--- config.mk ---
export PLATFORM = sky130hd
export DESIGN_NAME = quadratic_cost_arc_splitter_flat
export DESIGN_NICKNAME = d
export VERILOG_FILES = /design/src/hdl/qcas_pkg.sv /design/src/hdl/qcas_in_if.sv /design/src/hdl/qcas_out_if.sv /design/src/hdl/qcas_alu.sv /design/src/hdl/qcas_seq.sv /design/src/hdl/quadratic_cost_arc_splitter.sv /design/src/flat_wrapper.sv
export VERILOG_INCLUDE_DIRS = /design/src /design/src/hdl
export SDC_FILE = /design/constraint.sdc
export NUM_CORES = 2
export LEC_CHECK = 0
export BUFFER_PORTS_ARGS = -buffer_cell sky130_fd_sc_hd__buf_2
export CAP_MARGIN = 20
export CORE_ASPECT_RATIO = 1.25
export CORE_UTILIZATION = 56
export CTS_CLUSTER_SIZE = 20
export DETAILED_ROUTE_END_ITERATION = 7
export GPL_TIMING_DRIVEN = 0
export PLACE_DENSITY_LB_ADDON = 0.12
export SYNTH_ARGS = -nofsm -noshare
export SYNTH_HDL_FRONTEND = slang
export SYNTH_SLANG_ARGS = --single-unit
--- constraint.sdc ---
create_clock -name clk -period 9.8 [get_ports clk]
set_clock_uncertainty 0.2 [all_clocks]
set_input_delay 0.98 -clock clk [delete_from_list [all_inputs] [get_ports clk]]
set_output_delay 0.98 -clock clk [all_outputs]
set_load 0.03 [all_outputs]
--- src/hdl/quadratic_cost_arc_splitter_assert.svh ---
// ----------------------------------------------------------------------------
// Assertion macros for the arc splitter
// Shared concurrent assertion forms; clock clk, synchronous reset rst_n.
// ----------------------------------------------------------------------------
`ifndef QUADRATIC_COST_ARC_SPLITTER_ASSERT_SVH
`define QUADRATIC_COST_ARC_SPLITTER_ASSERT_SVH

// Same-cycle implication
`define QCAS_ASSERT_IMP(lbl, ante, cons) \
  lbl: assert property (@(posedge clk) disable iff (!rst_n) (ante) |-> (cons)) \
    else $error("qcas: implication check failed");

// Next-cycle implication
`define QCAS_ASSERT_NXT(lbl, ante, cons) \
  lbl: assert property (@(posedge clk) disable iff (!rst_n) (ante) |=> (cons)) \
    else $error("qcas: next-cycle check failed");

`endif

--- src/hdl/qcas_pkg.sv ---
// ----------------------------------------------------------------------------
// qcas_pkg
// Types, widths and codes shared by the arc splitter modules.
// ----------------------------------------------------------------------------
`default_nettype none

package qcas_pkg;

  localparam int MAX_SEGMENTS_DEF = 62;

  localparam int CAP_W      = 32;
  localparam int PRICE_W    = 63;
  localparam int EXON_W     = 16;
  localparam int BDIV_W     = 8;
  localparam int CFG_IDX_W  = 2;
  localparam int CFG_DATA_W = 63;

  // shared unit: dividend/quotient width, accumulator width, iteration count
  localparam int DQ_W  = 65;
  localparam int ACC_W = 80;
  localparam int CNT_W = 7;
  localparam int SUM_W = 33;

  localparam logic [PRICE_W-1:0] PRICE_MAX = {PRICE_W{1'b1}};

  typedef enum logic [CFG_IDX_W-1:0] {
    CFG_STEP_SIZE      = 2'd0,
    CFG_OVERFLOW_PRICE = 2'd1,
    CFG_COST_SCALE     = 2'd2,
    CFG_BIAS_DIVISOR   = 2'd3
  } cfg_idx_t;

  typedef enum logic {
    ALU_MUL = 1'b0,
    ALU_DIV = 1'b1
  } alu_op_t;

  typedef struct packed {
    logic             start;
    alu_op_t          op;
    logic [CNT_W-1:0] count;
    logic [ACC_W-1:0] a;
    logic [CAP_W-1:0] b;
  } alu_req_t;

  typedef struct packed {
    logic             busy;
    logic             done;
    logic [ACC_W-1:0] result;
  } alu_rsp_t;

  typedef enum logic [2:0] {
    S_IDLE,
    S_MARK,
    S_NSTEP,
    S_OUT,
    S_MUL1,
    S_DIV,
    S_MUL2
  } seq_state_t;

endpackage

`default_nettype wire

--- src/hdl/qcas_in_if.sv ---
// ----------------------------------------------------------------------------
// qcas_in_if
// Input channel: one edge to split per transaction.
// ----------------------------------------------------------------------------
`default_nettype none

interface qcas_in_if import qcas_pkg::*; ();
  logic              valid;
  logic              ready;
  logic [CAP_W-1:0]  total_capacity;
  logic [CAP_W-1:0]  original_capacity;
  logic [EXON_W-1:0] exon_total;

  modport source (output valid, output total_capacity, output original_capacity,
                  output exon_total, input ready);
  modport sink   (input valid, input total_capacity, input original_capacity,
                  input exon_total, output ready);
endinterface

`default_nettype wire

--- src/hdl/qcas_out_if.sv ---
// ----------------------------------------------------------------------------
// qcas_out_if
// Result channel: one linear segment per transaction.
// ----------------------------------------------------------------------------
`default_nettype none

interface qcas_out_if import qcas_pkg::*; ();
  logic               valid;
  logic               ready;
  logic [CAP_W-1:0]   arc_capacity;
  logic [PRICE_W-1:0] arc_price;
  logic               last_arc;
  logic               clipped;

  modport source (output valid, output arc_capacity, output arc_price,
                  output last_arc, output clipped, input ready);
  modport sink   (input valid, input arc_capacity, input arc_price,
                  input last_arc, input clipped, output ready);
endinterface

`default_nettype wire

--- src/hdl/qcas_alu.sv ---
// ----------------------------------------------------------------------------
// qcas_alu
// Shared bit-serial unit: shift-add multiply or restoring divide, one bit
// per cycle.
// ----------------------------------------------------------------------------
`default_nettype none

module qcas_alu import qcas_pkg::*; (
  input  wire logic     clk,
  input  wire logic     rst_n,
  input  wire alu_req_t req,
  output alu_rsp_t      rsp
);

  logic             busy_r, busy_nxt;
  logic             done_r, done_nxt;
  alu_op_t          op_r, op_nxt;
  logic [CNT_W-1:0] cnt_r, cnt_nxt;
  logic [ACC_W-1:0] acc_r, acc_nxt;
  logic [ACC_W-1:0] opa_r, opa_nxt;
  logic [CAP_W-1:0] opb_r, opb_nxt;
  logic [CAP_W-1:0] rem_r, rem_nxt;

  logic [CAP_W:0]   trial;
  logic             fits;

  // divide: dividend MSB enters the remainder, quotient bit enters the LSB
  assign trial = {rem_r, acc_r[DQ_W-1]};
  assign fits  = (trial >= {1'b0, opb_r});

  always_comb begin
    busy_nxt = busy_r;
    done_nxt = 1'b0;
    op_nxt   = op_r;
    cnt_nxt  = cnt_r;
    acc_nxt  = acc_r;
    opa_nxt  = opa_r;
    opb_nxt  = opb_r;
    rem_nxt  = rem_r;
    if (req.start) begin
      busy_nxt = 1'b1;
      op_nxt   = req.op;
      cnt_nxt  = req.count;
      opa_nxt  = req.a;
      opb_nxt  = req.b;
      rem_nxt  = '0;
      acc_nxt  = (req.op == ALU_DIV) ? req.a : '0;
    end else if (busy_r) begin
      case (op_r)
        ALU_MUL: begin
          if (opb_r[0]) acc_nxt = acc_r + opa_r;
          opa_nxt = {opa_r[ACC_W-2:0], 1'b0};
          opb_nxt = {1'b0, opb_r[CAP_W-1:1]};
        end
        ALU_DIV: begin
          rem_nxt = fits ? CAP_W'(trial - {1'b0, opb_r}) : trial[CAP_W-1:0];
          acc_nxt = {acc_r[ACC_W-2:0], fits};
        end
        default: ;
      endcase
      cnt_nxt = cnt_r - CNT_W'(1);
      if (cnt_r == CNT_W'(1)) begin
        busy_nxt = 1'b0;
        done_nxt = 1'b1;
      end
    end
  end

  always_ff @(posedge clk) begin
    if (!rst_n) begin
      busy_r <= 1'b0;
      done_r <= 1'b0;
      op_r   <= ALU_MUL;
      cnt_r  <= '0;
    end else begin
      busy_r <= busy_nxt;
      done_r <= done_nxt;
      op_r   <= op_nxt;
      cnt_r  <= cnt_nxt;
    end
  end

  always_ff @(posedge clk) begin
    acc_r <= acc_nxt;
    opa_r <= opa_nxt;
    opb_r <= opb_nxt;
    rem_r <= rem_nxt;
  end

  assign rsp.busy   = busy_r;
  assign rsp.done   = done_r;
  assign rsp.result = acc_r;

`include "quadratic_cost_arc_splitter_assert.svh"

  `QCAS_ASSERT_IMP(a_alu_no_restart, req.start, !busy_r)
  `QCAS_ASSERT_NXT(a_alu_finish, busy_r && !req.start && cnt_r == CNT_W'(1), done_r && !busy_r)
  `QCAS_ASSERT_IMP(a_alu_rem_bound, busy_r && op_r == ALU_DIV, rem_r < opb_r)

endmodule

`default_nettype wire

--- src/hdl/qcas_seq.sv ---
// ----------------------------------------------------------------------------
// qcas_seq
// Sequencer: walks the segments of one edge, drives the shared unit and
// holds the result register.
// ----------------------------------------------------------------------------
`default_nettype none

module qcas_seq import qcas_pkg::*; #(
  parameter int MAX_SEGMENTS = MAX_SEGMENTS_DEF
) (
  input  wire logic               clk,
  input  wire logic               rst_n,
  qcas_in_if.sink                 in_ch,
  qcas_out_if.source              out_ch,
  input  wire logic [CAP_W-1:0]   step_size,
  input  wire logic [PRICE_W-1:0] overflow_price,
  input  wire logic [CAP_W-1:0]   cost_scale,
  input  wire logic [BDIV_W-1:0]  bias_divisor,
  output alu_req_t                alu_req,
  input  wire alu_rsp_t           alu_rsp
);

  localparam int KK_W = $clog2(MAX_SEGMENTS + 1);

  seq_state_t state_r, state_nxt;

  logic [CAP_W-1:0]   total_r, total_nxt;
  logic [CAP_W-1:0]   orig_r, orig_nxt;
  logic [EXON_W-1:0]  mult_r, mult_nxt;
  logic [CAP_W-1:0]   mark_r, mark_nxt;
  logic [KK_W-1:0]    nsteps_r, nsteps_nxt;
  logic [KK_W-1:0]    kk_r, kk_nxt;
  logic [CAP_W-1:0]   c_r, c_nxt;
  logic               clip_r, clip_nxt;
  logic [CAP_W-1:0]   pcap_r, pcap_nxt;
  logic [PRICE_W-1:0] pprice_r, pprice_nxt;
  logic               plast_r, plast_nxt;

  logic               out_valid_r, out_valid_nxt;
  logic [CAP_W-1:0]   out_cap_r, out_cap_nxt;
  logic [PRICE_W-1:0] out_price_r, out_price_nxt;
  logic               out_last_r, out_last_nxt;
  logic               out_clip_r, out_clip_nxt;

  logic               accept;
  logic               load;
  logic [CAP_W-1:0]   step_eff;
  logic [BDIV_W-1:0]  bdiv_eff;
  logic [CAP_W-1:0]   q32;
  logic [DQ_W-1:0]    q65;
  logic [CAP_W:0]     c_step;
  logic [SUM_W-1:0]   sum_step;
  logic [SUM_W-1:0]   sum_left;
  logic [KK_W-1:0]    kk_inc;
  logic               step_clip;

  assign step_eff  = (step_size == '0) ? CAP_W'(1) : step_size;
  assign bdiv_eff  = (bias_divisor == '0) ? BDIV_W'(1) : bias_divisor;
  assign accept    = in_ch.valid && in_ch.ready;
  assign load      = (state_r == S_OUT) && (!out_valid_r || out_ch.ready);
  assign q32       = alu_rsp.result[CAP_W-1:0];
  assign q65       = alu_rsp.result[DQ_W-1:0];
  assign c_step    = {1'b0, c_r} + {1'b0, step_eff};
  assign sum_step  = SUM_W'({1'b0, c_r} + c_step);
  assign sum_left  = {1'b0, mark_r} + {1'b0, c_r};
  assign kk_inc    = kk_r + KK_W'(1);
  assign step_clip = (q32 > CAP_W'(MAX_SEGMENTS));

  // next state
  always_comb begin
    state_nxt = state_r;
    case (state_r)
      S_IDLE: begin
        if (accept && in_ch.original_capacity != '0) state_nxt = S_MARK;
      end
      S_MARK:  if (alu_rsp.done) state_nxt = S_NSTEP;
      S_NSTEP: if (alu_rsp.done) state_nxt = S_OUT;
      S_OUT: begin
        if (load) state_nxt = plast_r ? S_IDLE : S_MUL1;
      end
      S_MUL1: if (alu_rsp.done) state_nxt = S_DIV;
      S_DIV: begin
        if (alu_rsp.done) begin
          if (mult_r == '0 || q65[DQ_W-1:PRICE_W] != '0) state_nxt = S_OUT;
          else state_nxt = S_MUL2;
        end
      end
      S_MUL2:  if (alu_rsp.done) state_nxt = S_OUT;
      default: state_nxt = S_IDLE;
    endcase
  end

  // datapath and unit control
  always_comb begin
    total_nxt     = total_r;
    orig_nxt      = orig_r;
    mult_nxt      = mult_r;
    mark_nxt      = mark_r;
    nsteps_nxt    = nsteps_r;
    kk_nxt        = kk_r;
    c_nxt         = c_r;
    clip_nxt      = clip_r;
    pcap_nxt      = pcap_r;
    pprice_nxt    = pprice_r;
    plast_nxt     = plast_r;
    out_cap_nxt   = out_cap_r;
    out_price_nxt = out_price_r;
    out_last_nxt  = out_last_r;
    out_clip_nxt  = out_clip_r;
    out_valid_nxt = out_ch.ready ? 1'b0 : out_valid_r;
    alu_req       = '0;
    alu_req.op    = ALU_MUL;

    case (state_r)
      S_IDLE: begin
        if (accept) begin
          total_nxt     = in_ch.total_capacity;
          orig_nxt      = in_ch.original_capacity;
          mult_nxt      = (in_ch.exon_total == '0) ? '0 : in_ch.exon_total - EXON_W'(1);
          alu_req.start = (in_ch.original_capacity != '0);
          alu_req.op    = ALU_DIV;
          alu_req.count = CNT_W'(CAP_W);
          alu_req.a     = ACC_W'({in_ch.original_capacity, (DQ_W - CAP_W)'(0)});
          alu_req.b     = CAP_W'(bdiv_eff);
        end
      end
      S_MARK: begin
        if (alu_rsp.done) begin
          mark_nxt      = q32;
          alu_req.start = 1'b1;
          alu_req.op    = ALU_DIV;
          alu_req.count = CNT_W'(CAP_W);
          alu_req.a     = ACC_W'({q32, (DQ_W - CAP_W)'(0)});
          alu_req.b     = step_eff;
        end
      end
      S_NSTEP: begin
        if (alu_rsp.done) begin
          clip_nxt   = step_clip;
          nsteps_nxt = step_clip ? KK_W'(MAX_SEGMENTS) : q32[KK_W-1:0];
          kk_nxt     = '0;
          c_nxt      = '0;
          pcap_nxt   = (total_r > mark_r) ? total_r - mark_r : '0;
          pprice_nxt = overflow_price;
          // no steps and an empty share: the overflow segment is the only one
          plast_nxt  = (q32 == '0) && (mark_r == '0);
        end
      end
      S_OUT: begin
        if (load) begin
          out_valid_nxt = 1'b1;
          out_cap_nxt   = pcap_r;
          out_price_nxt = pprice_r;
          out_last_nxt  = plast_r;
          out_clip_nxt  = clip_r;
          if (!plast_r) begin
            alu_req.start = 1'b1;
            alu_req.op    = ALU_MUL;
            alu_req.count = CNT_W'(CAP_W);
            alu_req.b     = cost_scale;
            if (kk_r < nsteps_r) begin
              alu_req.a = ACC_W'(sum_step);
              pcap_nxt  = step_eff;
              plast_nxt = (kk_inc == nsteps_r) && (c_step == {1'b0, mark_r});
              kk_nxt    = kk_inc;
              c_nxt     = c_step[CAP_W-1:0];
            end else begin
              // leftover up to the regular share
              alu_req.a = ACC_W'(sum_left);
              pcap_nxt  = mark_r - c_r;
              plast_nxt = 1'b1;
            end
          end
        end
      end
      S_MUL1: begin
        if (alu_rsp.done) begin
          alu_req.start = 1'b1;
          alu_req.op    = ALU_DIV;
          alu_req.count = CNT_W'(DQ_W);
          alu_req.a     = ACC_W'(q65);
          alu_req.b     = orig_r;
        end
      end
      S_DIV: begin
        if (alu_rsp.done) begin
          if (mult_r == '0) begin
            pprice_nxt = '0;
          end else if (q65[DQ_W-1:PRICE_W] != '0) begin
            pprice_nxt = PRICE_MAX;
          end else begin
            alu_req.start = 1'b1;
            alu_req.op    = ALU_MUL;
            alu_req.count = CNT_W'(EXON_W);
            alu_req.a     = ACC_W'(q65[PRICE_W-1:0]);
            alu_req.b     = CAP_W'(mult_r);
          end
        end
      end
      S_MUL2: begin
        if (alu_rsp.done) begin
          pprice_nxt = (alu_rsp.result[ACC_W-1:PRICE_W] != '0) ? PRICE_MAX
                                                               : alu_rsp.result[PRICE_W-1:0];
        end
      end
      default: ;
    endcase
  end

  always_ff @(posedge clk) begin
    if (!rst_n) begin
      state_r     <= S_IDLE;
      out_valid_r <= 1'b0;
      nsteps_r    <= '0;
      kk_r        <= '0;
      plast_r     <= 1'b0;
    end else begin
      state_r     <= state_nxt;
      out_valid_r <= out_valid_nxt;
      nsteps_r    <= nsteps_nxt;
      kk_r        <= kk_nxt;
      plast_r     <= plast_nxt;
    end
  end

  always_ff @(posedge clk) begin
    total_r     <= total_nxt;
    orig_r      <= orig_nxt;
    mult_r      <= mult_nxt;
    mark_r      <= mark_nxt;
    c_r         <= c_nxt;
    clip_r      <= clip_nxt;
    pcap_r      <= pcap_nxt;
    pprice_r    <= pprice_nxt;
    out_cap_r   <= out_cap_nxt;
    out_price_r <= out_price_nxt;
    out_last_r  <= out_last_nxt;
    out_clip_r  <= out_clip_nxt;
  end

  assign in_ch.ready         = (state_r == S_IDLE);
  assign out_ch.valid        = out_valid_r;
  assign out_ch.arc_capacity = out_cap_r;
  assign out_ch.arc_price    = out_price_r;
  assign out_ch.last_arc     = out_last_r;
  assign out_ch.clipped      = out_clip_r;

`include "quadratic_cost_arc_splitter_assert.svh"

  `QCAS_ASSERT_IMP(a_seq_kk_bound, state_r != S_IDLE, kk_r <= nsteps_r)
  `QCAS_ASSERT_IMP(a_seq_idle_unit, in_ch.ready, !alu_rsp.busy && !alu_rsp.done)
  `QCAS_ASSERT_IMP(a_seq_done_waiting, alu_rsp.done, state_r == S_MARK || state_r == S_NSTEP || state_r == S_MUL1 || state_r == S_DIV || state_r == S_MUL2)

endmodule

`default_nettype wire

--- src/hdl/quadratic_cost_arc_splitter.sv ---
// ----------------------------------------------------------------------------
// quadratic_cost_arc_splitter
// Splits the quadratic cost of one edge into priced linear segments.
// ----------------------------------------------------------------------------
// Usage:
//   in_ch takes one edge per transaction (total, original capacity, exons);
//   out_ch returns its segments in order: overflow segment first, then up to
//   MAX_SEGMENTS step segments, then any leftover segment; last_arc marks the
//   final one. An edge with zero original capacity gives no segments.
//   cfg_we/cfg_idx/cfg_wdata write the four settings while the block is idle.
// Timing:
//   One edge at a time; in_ch.ready is high only between edges. All multiplies
//   and divides run one bit per cycle through a single shared unit: the first
//   segment follows two divides (regular share, then step count), and each
//   further segment a multiply, a divide and a final multiply; the final
//   multiply is skipped when the price is zero or saturated. The result
//   register lets the next edge be accepted while the last segment is still
//   waiting; a stalled receiver halts the sequencer once the next segment is
//   ready.
// Reset:
//   rst_n (synchronous) returns to idle, drops out_ch.valid and restores
//   step 1, overflow price 0, scale 1, bias divisor 5.
// ----------------------------------------------------------------------------
`default_nettype none

module quadratic_cost_arc_splitter import qcas_pkg::*; #(
  parameter int MAX_SEGMENTS = MAX_SEGMENTS_DEF
) (
  input  wire logic                  clk,
  input  wire logic                  rst_n,
  qcas_in_if.sink                    in_ch,
  qcas_out_if.source                 out_ch,
  input  wire logic                  cfg_we,
  input  wire logic [CFG_IDX_W-1:0]  cfg_idx,
  input  wire logic [CFG_DATA_W-1:0] cfg_wdata
);

  logic [CAP_W-1:0]   step_size_r;
  logic [PRICE_W-1:0] overflow_price_r;
  logic [CAP_W-1:0]   cost_scale_r;
  logic [BDIV_W-1:0]  bias_divisor_r;

  alu_req_t alu_req;
  alu_rsp_t alu_rsp;

  always_ff @(posedge clk) begin
    if (!rst_n) begin
      step_size_r      <= CAP_W'(1);
      overflow_price_r <= '0;
      cost_scale_r     <= CAP_W'(1);
      bias_divisor_r   <= BDIV_W'(5);
    end else if (cfg_we) begin
      case (cfg_idx_t'(cfg_idx))
        CFG_STEP_SIZE:      step_size_r      <= cfg_wdata[CAP_W-1:0];
        CFG_OVERFLOW_PRICE: overflow_price_r <= cfg_wdata[PRICE_W-1:0];
        CFG_COST_SCALE:     cost_scale_r     <= cfg_wdata[CAP_W-1:0];
        CFG_BIAS_DIVISOR:   bias_divisor_r   <= cfg_wdata[BDIV_W-1:0];
        default: ;
      endcase
    end
  end

  qcas_alu u_alu (
    .clk   (clk),
    .rst_n (rst_n),
    .req   (alu_req),
    .rsp   (alu_rsp)
  );

  qcas_seq #(
    .MAX_SEGMENTS (MAX_SEGMENTS)
  ) u_seq (
    .clk            (clk),
    .rst_n          (rst_n),
    .in_ch          (in_ch),
    .out_ch         (out_ch),
    .step_size      (step_size_r),
    .overflow_price (overflow_price_r),
    .cost_scale     (cost_scale_r),
    .bias_divisor   (bias_divisor_r),
    .alu_req        (alu_req),
    .alu_rsp        (alu_rsp)
  );

endmodule

`default_nettype wire
--- src/flat_wrapper.sv ---
// flat-port wrapper written by rule: the top's interface ports become plain ports
module quadratic_cost_arc_splitter_flat import qcas_pkg::*;
#(
  parameter int MAX_SEGMENTS = MAX_SEGMENTS_DEF
)
  (clk, rst_n, cfg_we, cfg_idx, cfg_wdata, in_ch_valid, in_ch_total_capacity, in_ch_original_capacity, in_ch_exon_total, in_ch_ready, out_ch_valid, out_ch_arc_capacity, out_ch_arc_price, out_ch_last_arc, out_ch_clipped, out_ch_ready);
  qcas_in_if in_ch_i ();
  qcas_out_if out_ch_i ();
  input  wire logic clk;
  input  wire logic rst_n;
  input  wire logic cfg_we;
  input  wire logic [CFG_IDX_W-1:0] cfg_idx;
  input  wire logic [CFG_DATA_W-1:0] cfg_wdata;
  input wire logic [$bits(in_ch_i.valid)-1:0] in_ch_valid;
  input wire logic [$bits(in_ch_i.total_capacity)-1:0] in_ch_total_capacity;
  input wire logic [$bits(in_ch_i.original_capacity)-1:0] in_ch_original_capacity;
  input wire logic [$bits(in_ch_i.exon_total)-1:0] in_ch_exon_total;
  output wire logic [$bits(in_ch_i.ready)-1:0] in_ch_ready;
  output wire logic [$bits(out_ch_i.valid)-1:0] out_ch_valid;
  output wire logic [$bits(out_ch_i.arc_capacity)-1:0] out_ch_arc_capacity;
  output wire logic [$bits(out_ch_i.arc_price)-1:0] out_ch_arc_price;
  output wire logic [$bits(out_ch_i.last_arc)-1:0] out_ch_last_arc;
  output wire logic [$bits(out_ch_i.clipped)-1:0] out_ch_clipped;
  input wire logic [$bits(out_ch_i.ready)-1:0] out_ch_ready;
  assign in_ch_i.valid = in_ch_valid;
  assign in_ch_i.total_capacity = in_ch_total_capacity;
  assign in_ch_i.original_capacity = in_ch_original_capacity;
  assign in_ch_i.exon_total = in_ch_exon_total;
  assign in_ch_ready = in_ch_i.ready;
  assign out_ch_valid = out_ch_i.valid;
  assign out_ch_arc_capacity = out_ch_i.arc_capacity;
  assign out_ch_arc_price = out_ch_i.arc_price;
  assign out_ch_last_arc = out_ch_i.last_arc;
  assign out_ch_clipped = out_ch_i.clipped;
  assign out_ch_i.ready = out_ch_ready;
  quadratic_cost_arc_splitter #(.MAX_SEGMENTS(MAX_SEGMENTS)) u_core (.clk(clk), .rst_n(rst_n), .in_ch(in_ch_i), .out_ch(out_ch_i), .cfg_we(cfg_we), .cfg_idx(cfg_idx), .cfg_wdata(cfg_wdata));
endmodule
==> impl_metrics.toml <==
[die]
die_w_um = 251
start_util_pct = 56.9
ios = 249
dieArea_mm2 = 0.0788
die_y_um = 314
rows = 113
core_mm2 = 0.0763

[cts]
clkLatencyLatePin_ns = 0.69
clock-sinks = 723
cts_resized = 0
cts_setup_buffers = 0
cts_hold_buf = 0
cts_inserted_buffers = 76
cts-htree-levels = 3
clkSlewWorstSetupHoldPaths_ns = 0.07
root_buffer = "clkbuf_16"
clockBufferDepth = 3
cts_tree = "built"

[placed_design]
dp_hpwl_um = 130000
placedCellCount = 5967
gp_congestion = 1.05
io_buffers = 248

[worst_setup_path]
r2r_start = "u_core.step_size_r[31]"
crit_type = "reg2reg"
cp.required_ns = 9.99
startpoint = "u_core.step_size_r[31]"
endpoint = "u_core.u_alu.opa_r[32]"
r2r-end = "u_core.u_alu.opa_r[32]"
rr_worst_depth = 26
cp-start-kind = "flop"
critPathCaptureType = "flop"
reg2reg_slack_ns = 2.42
crit_arrival_ns = 7.58
cp_max_fo = 7

[worst_hold_path]
hold_path_class = "reg2reg"

[layout]
final_cells = 6126
area_growth_pct = 12.6
fin_nets = 5468
finish.utilization_pct = 64.1
layout-drive-gt1-share_pct = 8.65
fillers = 6600

[grt]
grt_first_pass_wirelength_um = 244000
antenna_found_initial = 11
grt_use_total_pct = 42.6
grt_max_degree = 55
grt_pass1_vias = 37000
grt_overflow_total = 0

[logic_synthesis]
synth-edff-count = 529
syn_area_mm2 = 0.0435
syn_area_per_cell_um2 = 9.20
ys_warn_count = 0
syn_inst = 4727
synth_ff_type = "edfxtp_1"
synthesis.nets = 5123
synth_seq_cells = 723
seq_area_frac_synth_pct = 45.5
yosys.cell_types.count = 91
ys_async_sr_fraction_pct = 0

[drt]
via_per_inst = 6.51
firstDrtPassIters = 8
final_antenna_net_count = 0
wl_per_cell_um = 27.8
route.detailed.drc = 47
initialDrtViolationCount = 5009
postRouteWirelength_um = 170000
num_vias = 39900

[sta]
drv_slew = 0
period_minus_slack_ns = 7.38
max_freq_ghz = 0.135
rsz0062_at_grt = "no"
finalHoldViolCount = 0
finalSetupViolCount = 0
max_slew_margin_pct = 4.33
finalCritPeriodShare_pct = 75.3
worstMarginPinSlew_ns = 1.44

[power_and_ir_drop]
peakVddDrop_mv = 0.186
p_per_area_mw_per_mm2 = 240
power.leakage_uw = 0.0194

[run_status]
violations = "DRC"
outcome = "finished, violations left"

[job]
maxCapViolations = 0
[synth_stat cells, types with 23 or more instances]
library cell    n  area share (%)
clkbuf_1      247             2.1
dfxtp_1       194             8.9
mux2i_1        45             1.0
nand3_1       142             1.6
nor2_1        334             2.9
and2_1         26            0.37
o21ai_0       329             3.8
a211oi_1       47            0.81
nand2b_1       43            0.62
inv_1         180             1.6
a31oi_1        33            0.47
nand4_1        48            0.69
xnor2_1       148             3.0
nor4_1         62            0.89
ha_1          241             6.9
a21oi_1       500             5.8
a21o_1        105             1.8
buf_1          23            0.20
xor2_1        102             2.1
and3_1         69            0.99
nor2b_1        29            0.42
a222oi_1       56             1.3
o22ai_1        55            0.79
edfxtp_1      529              37
o21bai_1       38            0.66
o21a_1         37            0.64
or3_1          23            0.33
nor3_1         63            0.73
nand2_1       669             5.8
[cell usage in the layout, fill, tap and decap left out, types with 26 or more instances in the layout]
cell / count
a211oi_1: 47
a21o_1: 105
a21oi_1: 500
a222oi_1: 56
a31oi_1: 33
and2_1: 26
and3_1: 69
buf_2: 257
clkbuf_1: 258
clkbuf_16: 79
dfxtp_1: 194
edfxtp_1: 529
ha_1: 241
inv_1: 180
mux2i_1: 45
nand2_1: 668
nand2b_1: 42
nand3_1: 142
nand4_1: 48
nor2_1: 333
nor2b_1: 29
nor3_1: 63
nor4_1: 62
o21a_1: 37
o21ai_0: 328
o21bai_1: 38
o22ai_1: 55
xnor2_1: 148
xor2_1: 102
[power breakdown]
group	internal [uW]	leakage [uW]	switching, uW
clock network	1660	0.00125	1340
logic	1520	0.0116	2540
registers	3870	0.00656	814
[area by class of cell]
type | instances | area, um2 | area share (%)
Antenna cell | 14 | 35.0 | 0.0716
Inverter | 181 | 679 | 1.39
Multi-Input combinational cell | 3543 | 22000 | 44.9
Timing Repair Buffer | 267 | 1610 | 3.30
Buffer | 280 | 1070 | 2.19
Sequential cell | 723 | 19800 | 40.4
Tap cell | 977 | 1220 | 2.50
Clock inverter | 43 | 450 | 0.920
Clock buffer | 98 | 2110 | 4.31
[worst min path at each step]
stage / start / end / slack, ns / depth (start not counted)
2_1_floorplan: u_core.u_seq.pcap_r[0] / u_core.u_seq.out_ch.arc_capacity[0] / 0.20 / 0
3_3_place_gp: u_core.u_seq.pcap_r[16] / u_core.u_seq.out_ch.arc_capacity[16] / 0.20 / 0
3_5_place_dp: u_core.u_seq.pcap_r[16] / u_core.u_seq.out_ch.arc_capacity[16] / 0.20 / 0
4_1_cts: u_core.u_seq.pprice_r[49] / u_core.u_seq.out_ch.arc_price[49] / 0.22 / 0
5_1_grt: u_core.u_seq.pprice_r[38] / u_core.u_seq.out_ch.arc_price[38] / 0.22 / 0
6_report: u_core.u_seq.pprice_r[57] / u_core.u_seq.out_ch.arc_price[57] / 0.22 / 0
[cells by family after synthesis]
kind of cell	count (synthesis)	synth area share [%]
simple gates	1581	16.6
xor+xnor	256	5.35
buf+inv	461	4.02
flops	723	45.5
fa+ha+maj	249	7.23
compound gates	1411	20.2
mux	46	1.06
[per-layer routing]
metal | routed length [um] | part of all wire [%] | GRT usage, %
met5 | 109 | 0.064 | 0.912
met4 | 15400 | 9.0 | 33.6
met3 | 18100 | 11 | 11.3
met2 | 76200 | 45 | 66.8
met1 | 60300 | 35 | 49.4
[flip-flops by register name, summed over array words and instances, names as in the netlist, 8 cells and up]
register,count
u_core.u_alu.rem_r,32
u_core.u_seq.out_ch.arc_capacity,32
u_core.u_seq.pcap_r,32
u_core.u_seq.pprice_r,63
u_core.cost_scale_r,32
u_core.u_alu.opa_r,80
u_core.u_alu.opb_r,32
u_core.bias_divisor_r,8
u_core.overflow_price_r,63
u_core.u_seq.orig_r,32
u_core.u_seq.c_r,32
u_core.step_size_r,32
u_core.u_seq.total_r,32
u_core.u_seq.mark_r,32
u_core.u_seq.out_ch.arc_price,63
u_core.u_seq.mult_r,16
u_core.u_alu.acc_r,80
[worst max-delay path: stages (launching register included)]
cell,delay [ns]
dfxtp_1,0.95
nor4_1,0.15
nand4_1,0.13
nor2_1,0.04
nor2_1,0.30
inv_1,0.15
ha_1,0.24
ha_1,0.20
a21oi_1,0.23
o21ai_0,0.23
a21oi_2,0.39
nor2_1,0.12
o41ai_1,0.38
xor2_1,0.35
o21ai_0,0.17
ha_1,0.40
and3_1,0.17
a221oi_1,0.30
o21ai_0,0.18
nor3b_1,0.21
a21oi_1,0.14
o21ai_0,0.39
a31oi_1,0.23
a211o_1,0.31
a21oi_1,0.18
xnor2_1,0.18
o22ai_1,0.15
[metrics by stage]
| stage | cell area, um2 | TNS, ns | hold WS [ns] | worst slack (ns) | total power (uW) |
|---|---|---|---|---|---|
| CTS | 48900 | 0 | 0.217 | 2.55 | 11500 |
| detailed placement | 46300 | 0 | 0.205 | 2.61 | 8540 |
| global placement | 45900 | -606.04 | 0.202 | -5.30 | 8540 |
| floorplan | 43500 | 0 | 0.200 | 0.252 | 7100 |
| finish | 49000 | 0 | 0.215 | 2.42 | 11700 |
| global route | 48900 | 0 | 0.222 | 2.09 | 12200 |
Power figures use the tool's default switching activity.
